==> src/rtl/hrsp_pkg.sv <==
// ============================================================================
// hrsp_pkg
// Shared types and constants for the hex record stream parser.
// ============================================================================
package hrsp_pkg;

    localparam int unsigned ADDR_WIDTH = 16;

    localparam logic [7:0] CHAR_COLON   = 8'h3A;
    localparam logic [7:0] CHAR_NEWLINE = 8'h0A;
    localparam logic [7:0] CHAR_0       = 8'h30;
    localparam logic [7:0] CHAR_9       = 8'h39;
    localparam logic [7:0] CHAR_A_LO    = 8'h61;
    localparam logic [7:0] CHAR_F_LO    = 8'h66;
    localparam logic [7:0] CHAR_A_UP    = 8'h41;
    localparam logic [7:0] CHAR_F_UP    = 8'h46;
    localparam logic [3:0] NIBBLE_TEN   = 4'd10;

    localparam logic [2:0] KIND_WRITE      = 3'd0;
    localparam logic [2:0] KIND_END        = 3'd1;
    localparam logic [2:0] KIND_NO_COLON   = 3'd2;
    localparam logic [2:0] KIND_BAD_HEX    = 3'd3;
    localparam logic [2:0] KIND_NO_NEWLINE = 3'd4;

    typedef struct packed {
        logic [7:0] character;
        logic       end_of_input;
    } in_item_t;

    typedef struct packed {
        logic [2:0]  result_kind;
        logic [15:0] write_address;
        logic [7:0]  write_data;
    } out_item_t;

    typedef struct packed {
        logic      valid;
        out_item_t item;
    } parse_res_t;

    typedef struct packed {
        logic       is_hex;
        logic [3:0] nibble;
    } hex_digit_t;

endpackage

==> src/rtl/hrsp_hex_decode.sv <==
// ============================================================================
// hrsp_hex_decode
// Classifies one character as a hex digit and returns its nibble value.
// ============================================================================
module hrsp_hex_decode (
    input  hrsp_pkg::in_item_t   item,
    output hrsp_pkg::hex_digit_t digit
);
    import hrsp_pkg::*;

    logic [7:0] lower_off;
    logic [7:0] upper_off;

    assign lower_off = item.character - CHAR_A_LO;
    assign upper_off = item.character - CHAR_A_UP;

    always_comb begin
        digit.is_hex = 1'b0;
        digit.nibble = 4'd0;
        if (!item.end_of_input) begin
            if (item.character >= CHAR_0 && item.character <= CHAR_9) begin
                digit.is_hex = 1'b1;
                digit.nibble = item.character[3:0];
            end else if (item.character >= CHAR_A_LO && item.character <= CHAR_F_LO) begin
                digit.is_hex = 1'b1;
                digit.nibble = lower_off[3:0] + NIBBLE_TEN;
            end else if (item.character >= CHAR_A_UP && item.character <= CHAR_F_UP) begin
                digit.is_hex = 1'b1;
                digit.nibble = upper_off[3:0] + NIBBLE_TEN;
            end
        end
    end

endmodule

==> src/rtl/hrsp_parse_core.sv <==
// ============================================================================
// hrsp_parse_core
// Record phase state machine: consumes one registered character per advance
// and produces at most one result for the output register.
// ============================================================================
module hrsp_parse_core (
    input  logic                 aclk,
    input  logic                 aresetn,
    input  logic                 advance,
    input  hrsp_pkg::in_item_t   item,
    output hrsp_pkg::parse_res_t res
);
    import hrsp_pkg::*;

    typedef enum logic [15:0] {
        PH_COLON   = 16'h0001,
        PH_CNT_HI  = 16'h0002,
        PH_CNT_LO  = 16'h0004,
        PH_ADDR0   = 16'h0008,
        PH_ADDR1   = 16'h0010,
        PH_ADDR2   = 16'h0020,
        PH_ADDR3   = 16'h0040,
        PH_TYPE_HI = 16'h0080,
        PH_TYPE_LO = 16'h0100,
        PH_DATA_HI = 16'h0200,
        PH_DATA_LO = 16'h0400,
        PH_SUM_HI  = 16'h0800,
        PH_SUM_LO  = 16'h1000,
        PH_NEWLINE = 16'h2000,
        PH_DONE    = 16'h4000,
        PH_HALT    = 16'h8000
    } phase_t;

    phase_t                  phase_reg, phase_next;
    logic [3:0]              pending_reg, pending_next;
    logic [7:0]              bytes_left_reg, bytes_left_next;
    logic [ADDR_WIDTH-1:0]   pointer_reg, pointer_next;
    logic [ADDR_WIDTH-1:0]   pointer_shift;
    logic [31:0]             pointer_wide;
    hex_digit_t              digit;

    hrsp_hex_decode u_hex_decode (
        .item  (item),
        .digit (digit)
    );

    assign pointer_shift = {pointer_reg[ADDR_WIDTH-5:0], digit.nibble};
    assign pointer_wide  = 32'(pointer_reg);

    always_comb begin
        phase_next      = phase_reg;
        pending_next    = pending_reg;
        bytes_left_next = bytes_left_reg;
        pointer_next    = pointer_reg;
        res             = '0;
        if (advance) begin
            unique case (phase_reg)
                PH_COLON: begin
                    if (item.end_of_input || item.character != CHAR_COLON) begin
                        phase_next           = PH_HALT;
                        res.valid            = 1'b1;
                        res.item.result_kind = KIND_NO_COLON;
                    end else begin
                        phase_next = PH_CNT_HI;
                    end
                end
                PH_NEWLINE: begin
                    if (item.end_of_input || item.character != CHAR_NEWLINE) begin
                        phase_next           = PH_HALT;
                        res.valid            = 1'b1;
                        res.item.result_kind = KIND_NO_NEWLINE;
                    end else begin
                        phase_next = PH_COLON;
                    end
                end
                PH_DONE, PH_HALT: begin
                    phase_next = phase_reg;
                end
                default: begin
                    if (!digit.is_hex) begin
                        phase_next           = PH_HALT;
                        res.valid            = 1'b1;
                        res.item.result_kind = KIND_BAD_HEX;
                    end else begin
                        unique case (phase_reg)
                            PH_CNT_HI: begin
                                pending_next = digit.nibble;
                                phase_next   = PH_CNT_LO;
                            end
                            PH_CNT_LO: begin
                                bytes_left_next = {pending_reg, digit.nibble};
                                phase_next      = PH_ADDR0;
                            end
                            PH_ADDR0: begin
                                pointer_next = ADDR_WIDTH'(digit.nibble);
                                phase_next   = PH_ADDR1;
                            end
                            PH_ADDR1: begin
                                pointer_next = pointer_shift;
                                phase_next   = PH_ADDR2;
                            end
                            PH_ADDR2: begin
                                pointer_next = pointer_shift;
                                phase_next   = PH_ADDR3;
                            end
                            PH_ADDR3: begin
                                pointer_next = pointer_shift;
                                if (bytes_left_reg == 8'd0) begin
                                    phase_next           = PH_DONE;
                                    res.valid            = 1'b1;
                                    res.item.result_kind = KIND_END;
                                end else begin
                                    phase_next = PH_TYPE_HI;
                                end
                            end
                            PH_TYPE_HI: phase_next = PH_TYPE_LO;
                            PH_TYPE_LO: phase_next = PH_DATA_HI;
                            PH_DATA_HI: begin
                                pending_next = digit.nibble;
                                phase_next   = PH_DATA_LO;
                            end
                            PH_DATA_LO: begin
                                res.valid              = 1'b1;
                                res.item.result_kind   = KIND_WRITE;
                                res.item.write_address = pointer_wide[15:0];
                                res.item.write_data    = {pending_reg, digit.nibble};
                                pointer_next           = pointer_reg + 1'b1;
                                bytes_left_next        = bytes_left_reg - 8'd1;
                                phase_next = (bytes_left_reg == 8'd1) ? PH_SUM_HI : PH_DATA_HI;
                            end
                            PH_SUM_HI: phase_next = PH_SUM_LO;
                            PH_SUM_LO: phase_next = PH_NEWLINE;
                            default:   phase_next = PH_HALT;
                        endcase
                    end
                end
            endcase
        end
    end

    always_ff @(posedge aclk) begin
        if (!aresetn) begin
            phase_reg      <= PH_COLON;
            pending_reg    <= 4'd0;
            bytes_left_reg <= 8'd0;
            pointer_reg    <= '0;
        end else begin
            phase_reg      <= phase_next;
            pending_reg    <= pending_next;
            bytes_left_reg <= bytes_left_next;
            pointer_reg    <= pointer_next;
        end
    end

    assert property (@(posedge aclk) disable iff (!aresetn)
        res.valid |-> advance)
        else $error("Result produced without an advancing item.");

    assert property (@(posedge aclk) disable iff (!aresetn)
        (phase_reg == PH_DONE || phase_reg == PH_HALT) |-> !res.valid)
        else $error("Result produced after end record or error.");

    assert property (@(posedge aclk) disable iff (!aresetn)
        res.valid && (res.item.result_kind == KIND_NO_COLON ||
                      res.item.result_kind == KIND_BAD_HEX ||
                      res.item.result_kind == KIND_NO_NEWLINE) |=> phase_reg == PH_HALT)
        else $error("Parser did not halt after an error result.");

    assert property (@(posedge aclk) disable iff (!aresetn)
        (phase_next == PH_DONE && phase_reg != PH_DONE) |->
            (res.valid && res.item.result_kind == KIND_END))
        else $error("Parser finished without an end result.");

    assert property (@(posedge aclk) disable iff (!aresetn)
        (phase_reg == PH_DATA_HI || phase_reg == PH_DATA_LO) |-> bytes_left_reg != 8'd0)
        else $error("Data phase entered with no bytes left.");

endmodule

==> src/rtl/hex_record_stream_parser.sv <==
// ============================================================================
// hex_record_stream_parser
// Parses a hex record character stream into memory write items.
// ============================================================================
// Characters enter on the s_ channel, one item per character, with
// end_of_input marking the end of the stream. Results leave on the m_
// channel: a data write with its address and byte, an end record marker, or
// one of three error kinds. Characters that complete nothing give no result.
// An accepted character sits in an input register; when the output register
// is free or being taken, the phase logic consumes it and loads any result
// into the output register, from which the receiver takes it.
// Throughput is one character per cycle while the output register is free or
// being taken; the phase update of a single character is the only work
// between the two registers.
// When the receiver holds m_ready low with a result waiting, the input
// register still takes one more character, then s_ready drops until the
// result is taken. After an error or an end record the block keeps taking
// characters but gives no result until aresetn is asserted.
// Reset clears the parse phase, both registers' valid bits and the counters.
// ============================================================================
module hex_record_stream_parser (
    input  logic                aclk,
    input  logic                aresetn,
    input  logic                s_valid,
    output logic                s_ready,
    input  hrsp_pkg::in_item_t  s_item,
    output logic                m_valid,
    input  logic                m_ready,
    output hrsp_pkg::out_item_t m_item
);
    import hrsp_pkg::*;

    logic       in_valid_reg;
    in_item_t   in_item_reg;
    logic       out_valid_reg;
    out_item_t  out_item_reg;
    logic       advance;
    parse_res_t res;

    assign advance = in_valid_reg && (!out_valid_reg || m_ready);
    assign s_ready = !in_valid_reg || advance;
    assign m_valid = out_valid_reg;
    assign m_item  = out_item_reg;

    hrsp_parse_core u_parse_core (
        .aclk    (aclk),
        .aresetn (aresetn),
        .advance (advance),
        .item    (in_item_reg),
        .res     (res)
    );

    always_ff @(posedge aclk) begin
        if (!aresetn) begin
            in_valid_reg <= 1'b0;
        end else if (s_ready) begin
            in_valid_reg <= s_valid;
        end
    end

    always_ff @(posedge aclk) begin
        if (s_valid && s_ready) begin
            in_item_reg <= s_item;
        end
    end

    always_ff @(posedge aclk) begin
        if (!aresetn) begin
            out_valid_reg <= 1'b0;
        end else if (advance) begin
            out_valid_reg <= res.valid;
        end else if (m_ready) begin
            out_valid_reg <= 1'b0;
        end
    end

    always_ff @(posedge aclk) begin
        if (advance && res.valid) begin
            out_item_reg <= res.item;
        end
    end

endmodule
==> config.mk <==
export PLATFORM = sky130hd
export DESIGN_NAME = hex_record_stream_parser
export DESIGN_NICKNAME = d
export VERILOG_FILES = /design/src/rtl/hrsp_pkg.sv /design/src/rtl/hrsp_hex_decode.sv /design/src/rtl/hrsp_parse_core.sv /design/src/rtl/hex_record_stream_parser.sv
export SDC_FILE = /design/constraint.sdc
export NUM_CORES = 1
export LEC_CHECK = 0
export BUFFER_PORTS_ARGS = -buffer_cell sky130_fd_sc_hd__buf_2
export CAP_MARGIN = 20
export CORE_MARGIN = 1
export CORE_UTILIZATION = 60
export CTS_CLUSTER_DIAMETER = 40
export CTS_CLUSTER_SIZE = 14
export DETAILED_ROUTE_END_ITERATION = 8
export MAX_ROUTING_LAYER = met4
export PLACE_DENSITY = 0.81
export SETUP_SLACK_MARGIN = 0.2
export SYNTH_ARGS = -nofsm -noshare
export SYNTH_HDL_FRONTEND = slang
export SYNTH_SLANG_ARGS = --single-unit
==> constraint.sdc <==
create_clock -name aclk -period 5 [get_ports aclk]
set_input_delay 0.5 -clock aclk [delete_from_list [all_inputs] [get_ports aclk]]
set_output_delay 0.5 -clock aclk [all_outputs]
set_load 0.02 [all_outputs]
# After elaboration in Yosys (flattened, before gate mapping)
# Cells that the tools add are included.
[word_totals]
wordCells = 97
ff_bits = 82
inputBits = 13
[op_classes]
reduce_logical = 25
bitwise_logic = 5
n_addsub = 6
eq_ne = 19
muxes = 25
magnitude_cmp = 6
[op_table]
columns = ["operator", "n"]
rows = [
  ["$pmux W16 S12", 1],
  ["$pmux W16 S3", 2],
  ["$mux W24", 3],
  ["$mux W16", 3],
  ["$mux W28", 1],
  ["$mux W5", 4],
  ["$add A16 B1 Y16 const B", 1],
  ["$eq A16 B1 Y1 const B", 1],
  ["$eq A16 B10 Y1 const B", 1],
  ["$eq A16 B11 Y1 const B", 1],
  ["$eq A16 B12 Y1 const B", 1],
  ["$eq A16 B13 Y1 const B", 1],
  ["$eq A16 B14 Y1 const B", 1],
  ["$eq A16 B15 Y1 const B", 1],
  ["$eq A16 B16 Y1 const B", 1],
  ["$eq A16 B2 Y1 const B", 1],
  ["$eq A16 B3 Y1 const B", 1],
  ["$eq A16 B4 Y1 const B", 1],
  ["$eq A16 B5 Y1 const B", 1],
  ["$eq A16 B6 Y1 const B", 1],
  ["$eq A16 B7 Y1 const B", 1],
  ["$eq A16 B8 Y1 const B", 1],
  ["$eq A16 B9 Y1 const B", 1],
  ["$ge A8 B7 Y1 const B", 2],
  ["other kinds (29)", 53],
]

# Logic depth before layout (Yosys ltp)
# Gate-level depths: netlist of run 1.
[depth]
word_depth = 11
depth_mapped = 10

# Modules after synthesis
# Synthesis of run 1 repeated with hierarchy kept, for this count alone.
[hier_totals]
cells_unflattened = 480
area_unflattened_um2 = 4459.3
[by_module_without_submodules]
columns = ["mod", "cells_each", "seq_area_each_um2", "instances", "area_each_um2"]
rows = [
  ["hrsp_parse_core", 403, 880.8, 1, 3061.7],
  ["hex_record_stream_parser", 49, 1121.1, 1, 1193.6],
  ["hrsp_hex_decode", 28, 0.0, 1, 203.9],
]

# Worst setup path before layout of run 1
# No wires, ideal clock.
[synth_timing]
path_kind = "register -> register"
startpoint = "register u_parse_core.phase_reg[4]"
endpoint = "register out_item_reg (netlist bit m_item[0]), enable pin"
stages_incl_launch_ff = 7
path_buffers = 1
period_less_slack_ns = 2.898
setup_time_ns = 0.386
setup_slack_ns = 2.102
t_arrival_ns = 2.512
required_time_ns = 4.614
cell_sequence = "dfxtp_1 clkbuf_1 or4_1 nor4_1 nand4_1 a21oi_1 o22a_1"
[synth_between]
elab_chain_cells = 6
[synth_rtl]
columns = ["item", "line_no", "rtl"]
rows = [
  ["start, declared", "hrsp_parse_core.sv:34", "phase_t phase_reg, phase_next;"],
  ["start signal, assigned", "hrsp_parse_core.sv:148", "phase_reg <= phase_next;"],
  ["$eq A16 B11 Y1 or $eq A16 B7 Y1 (tied branches)", "hrsp_parse_core.sv:85", "unique case (phase_reg)"],
  ["$pmux W4 S2", "hrsp_parse_core.sv:85", ""],
  ["$mux W4", "hrsp_parse_core.sv:80", "if (!digit.is_hex) begin"],
  ["$pmux W4 S3 *", "hrsp_parse_core.sv:57", "unique case (phase_reg)"],
  ["$mux W28 *", "hrsp_parse_core.sv:56", "if (advance) begin"],
  ["$logic_and A1 B1 Y1 *", "hex_record_stream_parser.sv:78", "if (advance && res.valid) begin"],
  ["end signal, assigned", "hex_record_stream_parser.sv:79", "out_item_reg <= res.item;"],
  ["end, declared", "hex_record_stream_parser.sv:36", "out_item_t out_item_reg;"],
]
# Mark *: on every way between the ends. The rest lies on a longest branch, timed or not.
# A chain may end at the register's enable or synchronous reset.

# Worst setup path in the final report of run 1
[layout_timing]
startpoint = "register in_item_reg[1] in the netlist's numbering"
endpoint = "register u_parse_core.pointer_reg[6]"
[layout_between]
elab_chain_cells = 7
[layout_rtl]
columns = ["item", "line_no", "rtl"]
rows = [
  ["start, declared", "hex_record_stream_parser.sv:34", "in_item_t in_item_reg;"],
  ["start signal, assigned", "hex_record_stream_parser.sv:63", "in_item_reg <= s_item;"],
  ["$ge A8 B7 Y1 or $le A8 B7 Y1 (tied branches)", "hrsp_hex_decode.sv:27", "end else if (item.character >= CHAR_A_UP && item.character <= CHAR_F_UP) begin"],
  ["$logic_and A1 B1 Y1", "hrsp_hex_decode.sv:27", ""],
  ["$mux W5", "hrsp_hex_decode.sv:27", ""],
  ["$mux W5", "hrsp_hex_decode.sv:24", "end else if (item.character >= CHAR_A_LO && item.character <= CHAR_F_LO) begin"],
  ["$mux W5 *", "hrsp_hex_decode.sv:21", "if (item.character >= CHAR_0 && item.character <= CHAR_9) begin"],
  ["$mux W5 *", "hrsp_hex_decode.sv:20", "if (!item.end_of_input) begin"],
  ["$reduce_and A4 Y1 (no source line) *", "n/a", ""],
  ["end signal, assigned", "hrsp_parse_core.sv:151", "pointer_reg <= pointer_next;"],
  ["end, declared", "hrsp_parse_core.sv:37", "logic [ADDR_WIDTH-1:0] pointer_reg, pointer_next;"],
]
# Marked as above.

==> results of run 1 <==
## area by class of cell
type                            count  share of cell area [%]
Clock inverter                      4                    1.53
Tap cell                           96                    2.49
Timing Repair Buffer               47                    5.19
Inverter                            9                   0.700
Sequential cell                    82                    41.5
Multi-Input combinational cell    361                    45.6
Clock buffer                       12                    3.01
## report_power, final
group | switching, mW | leakage, nW | internal [mW]
clock | 0.239 | 0.111 | 0.297
combinational | 0.0805 | 0.986 | 0.0322
sequential | 0.0100 | 0.740 | 0.719
total | 0.330 | 1.84 | 1.05
## metrics by stage
step                      power (mW)  instance area (um^2)  hold slack [ns]  utilization, %
after CTS                       1.38                  4830            0.320            69.5
after detailed placement       0.856                  4610            0.471            66.3
final                           1.38                  4830            0.326            69.5
after floorplan                0.819                  4380            0.436               -
after global routing            1.42                  4830            0.307            69.5
after global placement         0.853                  4610            0.455            66.3
## logic make-up after synthesis
kind of cell	synth area share [%]
AOI/OAI and AO/OA	17.8
DFF	45.7
adders and majority gates	2.00
and+or+nand+nor	28.1
muxes	0.457
buffers and inverters	4.37
xor gates and xnor gates	1.60
## synthesized netlist by cell type (all sizes together) (9+ instances only)
master | count | area share (%)
a21oi | 44 | 5.0
and3 | 27 | 3.9
buf | 13 | 1.6
clkbuf | 23 | 2.0
dfxtp | 46 | 21
edfxtp | 36 | 25
nand2 | 35 | 3.0
nand3 | 20 | 2.3
nand4 | 13 | 1.9
nor2 | 43 | 3.9
nor3 | 30 | 3.4
nor4 | 9 | 1.6
o21ai | 25 | 2.9
## path summary, 6_finish.rpt
check                               startpoint                      endpoint  slack (ns)  cells after the start
setup / recovery                in_item_reg[1]   u_parse_core.pointer_reg[6]        1.80                      9
hold / removal                       s_item[5]                in_item_reg[5]        0.33                      1
setup reg to reg                in_item_reg[1]   u_parse_core.pointer_reg[6]        1.80                      9
hold reg to reg   u_parse_core.pointer_reg[14]  u_parse_core.pointer_reg[14]        0.48                      2
## routing by layer
| layer | up-vias | global-route usage, % |
|---|---|---|
| li1 | 1890 | - |
| met1 | 1908 | 39.5 |
| met2 | 199 | 48.3 |
| met3 | 28 | 7.39 |
| met4 | 0 | 9.39 |
| met5 | - | - |
==> metrics, run 1 <==
run status=finished, final reports clean; combined area of all synthesized cells=4380 um^2; post-layout min period=3.20 ns; flip-flop and latch count after synthesis=82; initial core utilization=63.1%; crit end category=flop; TritonCTS Buffers=9; Final TNS setup=0 ns; relative slew slack=38.3%; routed wirelength normalized by instance count=17.9 um; part of the cycle the worst path needs=64.0%; slew at the pin with the worst max-slew slack=0.921 ns; category of cells accounting for the largest share of critical-path delay=compound AO/OA/AOI/OAI gates; maximum buffer depth of the clock tree=2; number of buffers inserted by port buffering=41; fraction of layout cells with a size suffix above 1=14.0%; Max stage delay cell, worst path=sky130_fd_sc_hd__nor3_2; post-synthesis net count=508; biggest fanout along the worst timing path=27; CTS Root Buffer Type=sky130_fd_sc_hd__clkbuf_8; Vias=4025; clock transition at the registers of the reported paths=0.08 ns; detailed-route wire length=11000 um; initial antenna violation count=0; Setup crit start kind=flop; CTS HTree Levels=3; Std-Cell Rows=30; crit path setup slack, layout=1.80 ns; most used flip-flop cell after synthesis=sky130_fd_sc_hd__dfxtp_1; number of buffer and inverter instances along the worst setup path=2; multi-input logic area=2200 um^2; width of the die=87.5 um; RSZ-0062 raised after global routing=false; hold violation count in the final report=0; FFs w/ async S/R, synth=0%; remaining routing DRC violations=0; Post-Synthesis Mean Instance Area=8.98 um^2; CTS tree=yes; CTS Sinks=82; endpoints failing setup=0; crit-path max cell delay=0.73 ns; number of nets in the layout=530; count of mapped cells out of synthesis=488; worst min-delay path category=primary input to flop; number of global-route vias before repair=3718; Top Ports=42; number of different library cells in the post-synthesis netlist=63; final-layout fill cell count=532; average via count per standard cell=6.59; Pre-Repair DR Iteration Count=6; Inserted Diodes=0; fmax=0.313 GHz; flip-flop and latch area=2000 um^2; clock skew=0.00741 ns; clock network latency to the later pin of the worst-skew pair=0.35 ns; full die area=7650 um^2; Power Density=286 nW/um^2; wl on met1=4680 um; flip-flop count of the largest register after layout=27; top layer reached by signal wires=met4; most used cells in the layout excluding fill and tap cells=sky130_fd_sc_hd__dfxtp_1, sky130_fd_sc_hd__a21oi_1, sky130_fd_sc_hd__nor2_1; wire length of the first global-routing pass=17700 um; Routed met3 length=821 um; wire length on met2=5250 um; sequential area share after synthesis=45.7%; global-route congestion overflow total=0; max cap viols=0; EDFF count, synth=36; Final Slew Violations=0; DPL Wire Length=7470 um; number of DRC violations after detailed-routing iteration 0=426; antenna viol nets, final=0; placed cell count=595; die height=87.5 um; count of hold buffers inserted by post-cts repair=0; leading cell type in the layout, fill and taps excluded=sky130_fd_sc_hd__dfxtp_1; DP Worst Slack=1.82 ns; crit path DAT=3.46 ns; required time of the critical path=5.26 ns; global placement routability congestion=0.963; total leakage power=1.84 nW; Layout area overhead=10.1%; standard cell core area=6940 um^2; maximum number of pins on one net before global-route repair=37; final std cells w/o fill=611; worst ir drop on vdd=0.217 mV; number of gates resized after CTS=0; post-CTS repair timing setup buffer count=0; worst path cell trace=inv_1 -> ha_1 -> o21bai_1 -> a21oi_1 -> a22oi_1 -> nor3_2 -> buf_4 -> a31oi_1 -> a311oi_1; total global routing track utilization=30.8%; WS Path Type=flop to flop; Synthesis Warnings=0
Note: power is estimated with default switching activity, not from simulation.
==> run 2, diff against run 1 <==
Settings changed: CORE_UTILIZATION 60 to 54, PLACE_DENSITY 0.81 to 0.77.
Clock period 5 ns to 2.6 ns, I/O delays scaled along.
==> run 2 against run 1 <==
Maximum frequency increased by 32%. Count of clock-buffer cells in the layout shrank 3. Global-route usage up 0.43 points. Clock skew is 0.0052 ns higher. Sequential share of layout area decreased by 5.7 points. Combinational power increased to 2.8 times the previous value. Largest power group unchanged. Highest routed layer unchanged.
==> metrics, run 2 (synthesized netlist as in run 1, its figures left out) <==
number of buffers inserted by port buffering=41 (unchanged); Final TNS setup=0 ns (unchanged); max cap viols=0 (unchanged); fraction of layout cells with a size suffix above 1=28.7% (+15 points); number of nets in the layout=594 (+12%); leading cell type in the layout, fill and taps excluded=sky130_fd_sc_hd__buf_4; CTS tree=yes; total leakage power=2.25 nW (+22%); Power Density=516 nW/um^2 (+81%); clock transition at the registers of the reported paths=0.09 ns (about the same); Final Slew Violations=0 (unchanged); standard cell area after detailed placement=5050 um^2 (+9.6%); maximum number of pins on one net before global-route repair=37 (unchanged); post-layout min period=2.42 ns (-0.774 ns); initial core utilization=56.2% (-7.0 points); standard cell core area=7810 um^2 (+12%); hold violation count in the final report=0 (unchanged); number of global-route vias before repair=3995 (+7.5%); fmax=0.412 GHz (+32%); die height=92.1 um (+5.3%); most used cells in the layout excluding fill and tap cells=sky130_fd_sc_hd__buf_4, sky130_fd_sc_hd__a21oi_1, sky130_fd_sc_hd__nor2_1, sky130_fd_sc_hd__dfxtp_1, sky130_fd_sc_hd__buf_2; number of buffer and inverter instances along the worst setup path=0 (-2); hold_ws=0.0592 ns (-0.266 ns); wire length of the first global-routing pass=19700 um (+11%); Std-Cell Rows=32 (+6.7%); Top Ports=42 (unchanged); slew at the pin with the worst max-slew slack=0.741 ns (-0.180 ns); count of hold buffers inserted by post-cts repair=0 (unchanged); run status=finished, final reports clean; crit path DAT=2.72 ns (-0.74 ns); remaining routing DRC violations=0 (unchanged); logic depth of the worst path, buffers included=6 (-3); RSZ-0062 raised after global routing=true; worst path cell trace=or4_4 -> o32ai_4 -> a22oi_2 -> or4_4 -> or3_1 -> a21oi_1; maximum buffer depth of the clock tree=2 (unchanged); total global routing track utilization=31.2% (+0.43 points); Setup crit start kind=flop; initial antenna violation count=0 (unchanged); antenna viol nets, final=0 (unchanged); crit path setup slack, layout=0.175 ns (-1.63 ns); clock skew=0.0126 ns (+0.00521 ns); number of DRC violations after detailed-routing iteration 0=483 (+13%); Hold Path Stages=1 (unchanged); crit end category=flop; WS Path Type=flop to flop; TritonCTS Buffers=9 (unchanged); DPL Wire Length=8350 um (+12%); worst ir drop on vdd=0.332 mV (+53%); DP Worst Slack=0.0706 ns (-1.75 ns); Layout area overhead=28.0%; worst min-delay path category=primary input to flop; final-layout fill cell count=586 (+10%); category of cells accounting for the largest share of critical-path delay=simple AND/OR/NAND/NOR gates; relative slew slack=50.2% (+12 points); number of cell instances on the worst register-to-register path=6 (-3); global placement routability congestion=1.00 (+4.2%); Pre-Repair DR Iteration Count=5 (-1); endpoints failing setup=0 (unchanged); Max stage delay cell, worst path=sky130_fd_sc_hd__or4_4; CTS Root Buffer Type=sky130_fd_sc_hd__clkbuf_8; full die area=8480 um^2 (+11%); global-route congestion overflow total=0 (unchanged); clock network latency to the later pin of the worst-skew pair=0.37 ns (+0.02 ns); average via count per standard cell=6.35 (-3.7%); routed wirelength normalized by instance count=18.6 um (+3.6%); required time of the critical path=2.90 ns (-2.36 ns); biggest fanout along the worst timing path=8 (-70%); post-route cell area=5610 um^2 (+16%); CTS Sinks=82 (unchanged); detailed-route wire length=12700 um (+16%); Inserted Diodes=0 (unchanged); CTS HTree Levels=3 (unchanged); flip-flop count of the largest register after layout=27 (unchanged); Vias=4321 (+7.4%); width of the die=92.1 um (+5.3%); crit-path max cell delay=0.58 ns (-0.15 ns); Critical Path Most Common Cell=sky130_fd_sc_hd__or4_4; part of the cycle the worst path needs=93.3% (+29 points)
[run 2: changes by cell type in the layout (fill, tap and decap cells not counted), sizes merged]
cell | previous run | this run
clkbuf | 12 | 11
buf | 47 | 106
o22a | 1 | 4
bufinv | 2 | 3
inv | 9 | 12
clkinv | 2 | 1
[run 2: power breakdown]
group / switching (mW) / internal, mW / total (mW) / leakage, nW
sequential: 0.0160 / 1.38 / 1.40 / 0.743
clock: 0.526 / 0.658 / 1.18 / 0.128
combinational: 0.196 / 0.116 / 0.313 / 1.37
total: 0.738 / 2.16 / 2.90 / 2.25
[run 2: final timing paths]
check                                  to                         start  slack, ns
max reg2reg   u_parse_core.pointer_reg[0]     u_parse_core.phase_reg[8]       0.18
max           u_parse_core.pointer_reg[0]     u_parse_core.phase_reg[8]       0.18
min                        in_item_reg[6]                     s_item[6]       0.06
min reg2reg  u_parse_core.pointer_reg[14]  u_parse_core.pointer_reg[14]       0.48
[run 2: final cells by class]
class / instances / area (um^2) / area share, %
repair buffers: 108 / 810 / 14.4
clock inverters: 7 / 130 / 2.32
flip-flops and latches: 82 / 2010 / 35.8
inverters: 9 / 33.8 / 0.602
multi-input cells: 364 / 2380 / 42.4
well taps: 102 / 128 / 2.27
clock buffers: 9 / 124 / 2.21
[run 2: routing by layer]
layer  up-vias  GRT usage, %  part of all wire (%)
met5         -             -                     0
met4         0          13.4                   3.7
met3        48          5.14                   8.6
met2       237          50.0                    46
met1      1996          39.1                    41
li1       2040             -                     -
[run 2: repair_timing]
action                                  in CTS  in global routing
gates cloned                                 3                  2
buffers inserted                             2                  9
resized for setup                           16                 18
pin swaps                                    2                  4
endpoints found under the setup margin      50                 62
[run 2: through the flow]
step	std cells	util, %	power, mW
3_3_place_gp	649	64.7	1.68
6_report	681	71.9	2.90
5_1_grt	681	71.9	2.98
2_1_floorplan	488	-	1.58
3_5_place_dp	649	64.7	1.69
4_1_cts	670	69.5	2.87
==> run 3, diff against run 2 <==
Settings changed: CELL_PAD_IN_SITES_DETAIL_PLACEMENT set to 1, CELL_PAD_IN_SITES_GLOBAL_PLACEMENT set to 2, CORE_UTILIZATION 54 to 33, PLACE_DENSITY 0.77 to unset, PLACE_DENSITY_LB_ADDON set to 0.1.
==> run 3 against run 2 <==
Wire length up 22%. Setup slack improved by 0.019 ns. Combinational power is 8.6% higher. Register-to-register slack gained 0.02 ns. Non-clock buffer count rose by 10. Count of clock-buffer cells in the layout rose by 4. Cell area increased by 3.7%. Largest power group unchanged. Die area increased by 62%. Critical endpoint is now u_parse_core.pointer_reg[1]. Total power up 1.9%. Clock skew decreased by 0.0036 ns. Via count is 1.8% lower.
==> metrics, run 3 (synthesized netlist as in run 1, its figures left out) <==
fraction of layout cells with a size suffix above 1=32.1% (+3.5 points); Top Ports=42 (unchanged); required time of the critical path=2.83 ns (-0.07 ns); Layout area overhead=32.8%; hold violation count in the final report=0 (unchanged); maximum buffer depth of the clock tree=2 (unchanged); number of DRC violations after detailed-routing iteration 0=218 (-55%); final-layout fill cell count=1463 (+150%); max cap viols=0 (unchanged); initial core utilization=34.3% (-22 points); CTS Sinks=82 (unchanged); RSZ-0062 raised after global routing=true; clock network latency to the later pin of the worst-skew pair=0.35 ns (-0.02 ns); category of cells accounting for the largest share of critical-path delay=simple AND/OR/NAND/NOR gates; endpoints failing setup=0 (unchanged); count of hold buffers inserted by post-cts repair=0 (unchanged); average via count per standard cell=5.58 (-12%); Final TNS setup=0 ns (unchanged); antenna viol nets, final=0 (unchanged); run status=finished, final reports clean; Hold Path Stages=1 (unchanged); CTS tree=yes; Std-Cell Rows=41 (+28%); detailed-route wire length=15500 um (+22%); global placement routability congestion=0.848 (-15%); worst ir drop on vdd=0.269 mV (-19%); flip-flop and latch area=2020 um^2 (+0.37%); most used cells in the layout excluding fill and tap cells=sky130_fd_sc_hd__buf_4, sky130_fd_sc_hd__buf_2, sky130_fd_sc_hd__nor2_1, sky130_fd_sc_hd__a21oi_1, sky130_fd_sc_hd__dfxtp_1; post-route cell area=5820 um^2 (+3.7%); number of buffer and inverter instances along the worst setup path=1 (+1); width of the die=117 um (+27%); routed wirelength normalized by instance count=20.4 um (+9.6%); worst path cell trace=or4_4 -> o32ai_4 -> a22oi_2 -> or4_4 -> buf_12 -> a211oi_4 -> nor3_1; CTS HTree Levels=3 (unchanged); clock skew=0.00905 ns (-0.00357 ns); biggest fanout along the worst timing path=17 (+9); post-layout min period=2.41 ns (-0.0190 ns); WS Path Type=flop to flop; number of cell instances on the worst register-to-register path=7 (+1); logic depth of the worst path, buffers included=7 (+1); Final Slew Violations=0 (unchanged); Inserted Diodes=0 (unchanged); Critical Path Most Common Cell=sky130_fd_sc_hd__or4_4; Vias=4244 (-1.8%); standard cell core area=12800 um^2 (+64%); fmax=0.416 GHz (+0.79%); die height=117 um (+27%); Power Density=507 nW/um^2 (-1.7%); clock transition at the registers of the reported paths=0.06 ns (-0.03 ns); slew at the pin with the worst max-slew slack=0.944 ns (+0.203 ns); crit end category=flop; crit-path max cell delay=0.59 ns (about the same); initial antenna violation count=0 (unchanged); total leakage power=2.29 nW (+2.1%); Max stage delay cell, worst path=sky130_fd_sc_hd__or4_4; full die area=13700 um^2 (+62%); worst min-delay path category=primary input to flop; number of buffers inserted by port buffering=41 (unchanged); Pre-Repair DR Iteration Count=4 (-1); crit path DAT=2.64 ns (-0.08 ns); global-route congestion overflow total=0 (unchanged); DPL Wire Length=10300 um (+23%); CTS Root Buffer Type=sky130_fd_sc_hd__clkbuf_16; maximum number of pins on one net before global-route repair=23 (-38%); wire length of the first global-routing pass=23300 um (+18%); TritonCTS Buffers=9 (unchanged); part of the cycle the worst path needs=92.5% (-0.73 points); number of global-route vias before repair=4180 (+4.6%); number of nets in the layout=603 (+1.5%); total global routing track utilization=23.9% (-7.4 points); leading cell type in the layout, fill and taps excluded=sky130_fd_sc_hd__buf_4; Setup crit start kind=flop; remaining routing DRC violations=0 (unchanged); relative slew slack=36.5% (-14 points); standard cell area after detailed placement=5150 um^2 (+2.0%); flip-flop count of the largest register after layout=27 (unchanged); multi-input logic area=2430 um^2 (+2.4%)
run 3: changes by cell type in the layout (fill, tap and decap cells not counted), sizes merged:
cell	before	now
clkbuf	11	15
buf	106	116
bufinv	3	0
inv	12	9
o22a	4	3
clkinv	1	3
run 3: cell type report:
cell class                 instances  area share (%)
clock buffer                      13            4.30
clock inverter                     3           0.279
inverter                           9           0.580
multi-input combinational        363            41.8
sequential                        82            34.6
tap                              172            3.70
timing repair buffer             118            14.7
run 3: per-layer routing:
layer | track usage [%] | vias to the layer above | share of wire, %
met5 | - | - | 0
met4 | 9.28 | 0 | 2.1
met3 | 3.91 | 24 | 3.1
met2 | 37.3 | 61 | 48
met1 | 30.8 | 2119 | 47
li1 | - | 2040 | -
run 3: where the power goes:
group / switching, mW / internal (mW)
registers: 0.0185 / 1.38
logic: 0.205 / 0.134
clock network: 0.537 / 0.672
run 3: worst reg2reg max path: cells and delay by family (launching register included):
kind	cells	cell delay, ns
and+or+nand+nor	3	1.14
buffers and inverters	1	0.18
AOI/OAI and AO/OA	3	0.60
DFF	1	0.36
run 3: per-stage QoR:
step	total power, mW	utilization, %	setup WS, ns	std cells	hold slack (ns)
6_report	2.95	45.6	0.194	760	0.0840
5_1_grt	3.05	45.6	0.124	760	0.0751
4_1_cts	2.94	43.5	0.161	748	0.0767
3_5_place_dp	1.70	40.3	0.0703	724	0.439
3_3_place_gp	1.70	40.3	0.133	724	0.438
2_1_floorplan	1.58	-	0.207	488	0.359
run 3: path summary, 6_finish.rpt:
| kind | from | endpoint | slack (ns) |
|---|---|---|---|
| worst max-delay path | u_parse_core.phase_reg[10] | u_parse_core.pointer_reg[1] | 0.19 |
| worst min register to register | u_parse_core.phase_reg[2] | u_parse_core.phase_reg[2] | 0.49 |
| worst max register to register | u_parse_core.phase_reg[10] | u_parse_core.pointer_reg[1] | 0.19 |
| worst min-delay path | s_item[3] | in_item_reg[3] | 0.08 |
run 3: timing repair:
item	in CTS	in global routing
setup buffers	7	9
cloned	1	3
endpoints found under the setup margin	51	85
pin swaps	7	7
resized for setup	18	33
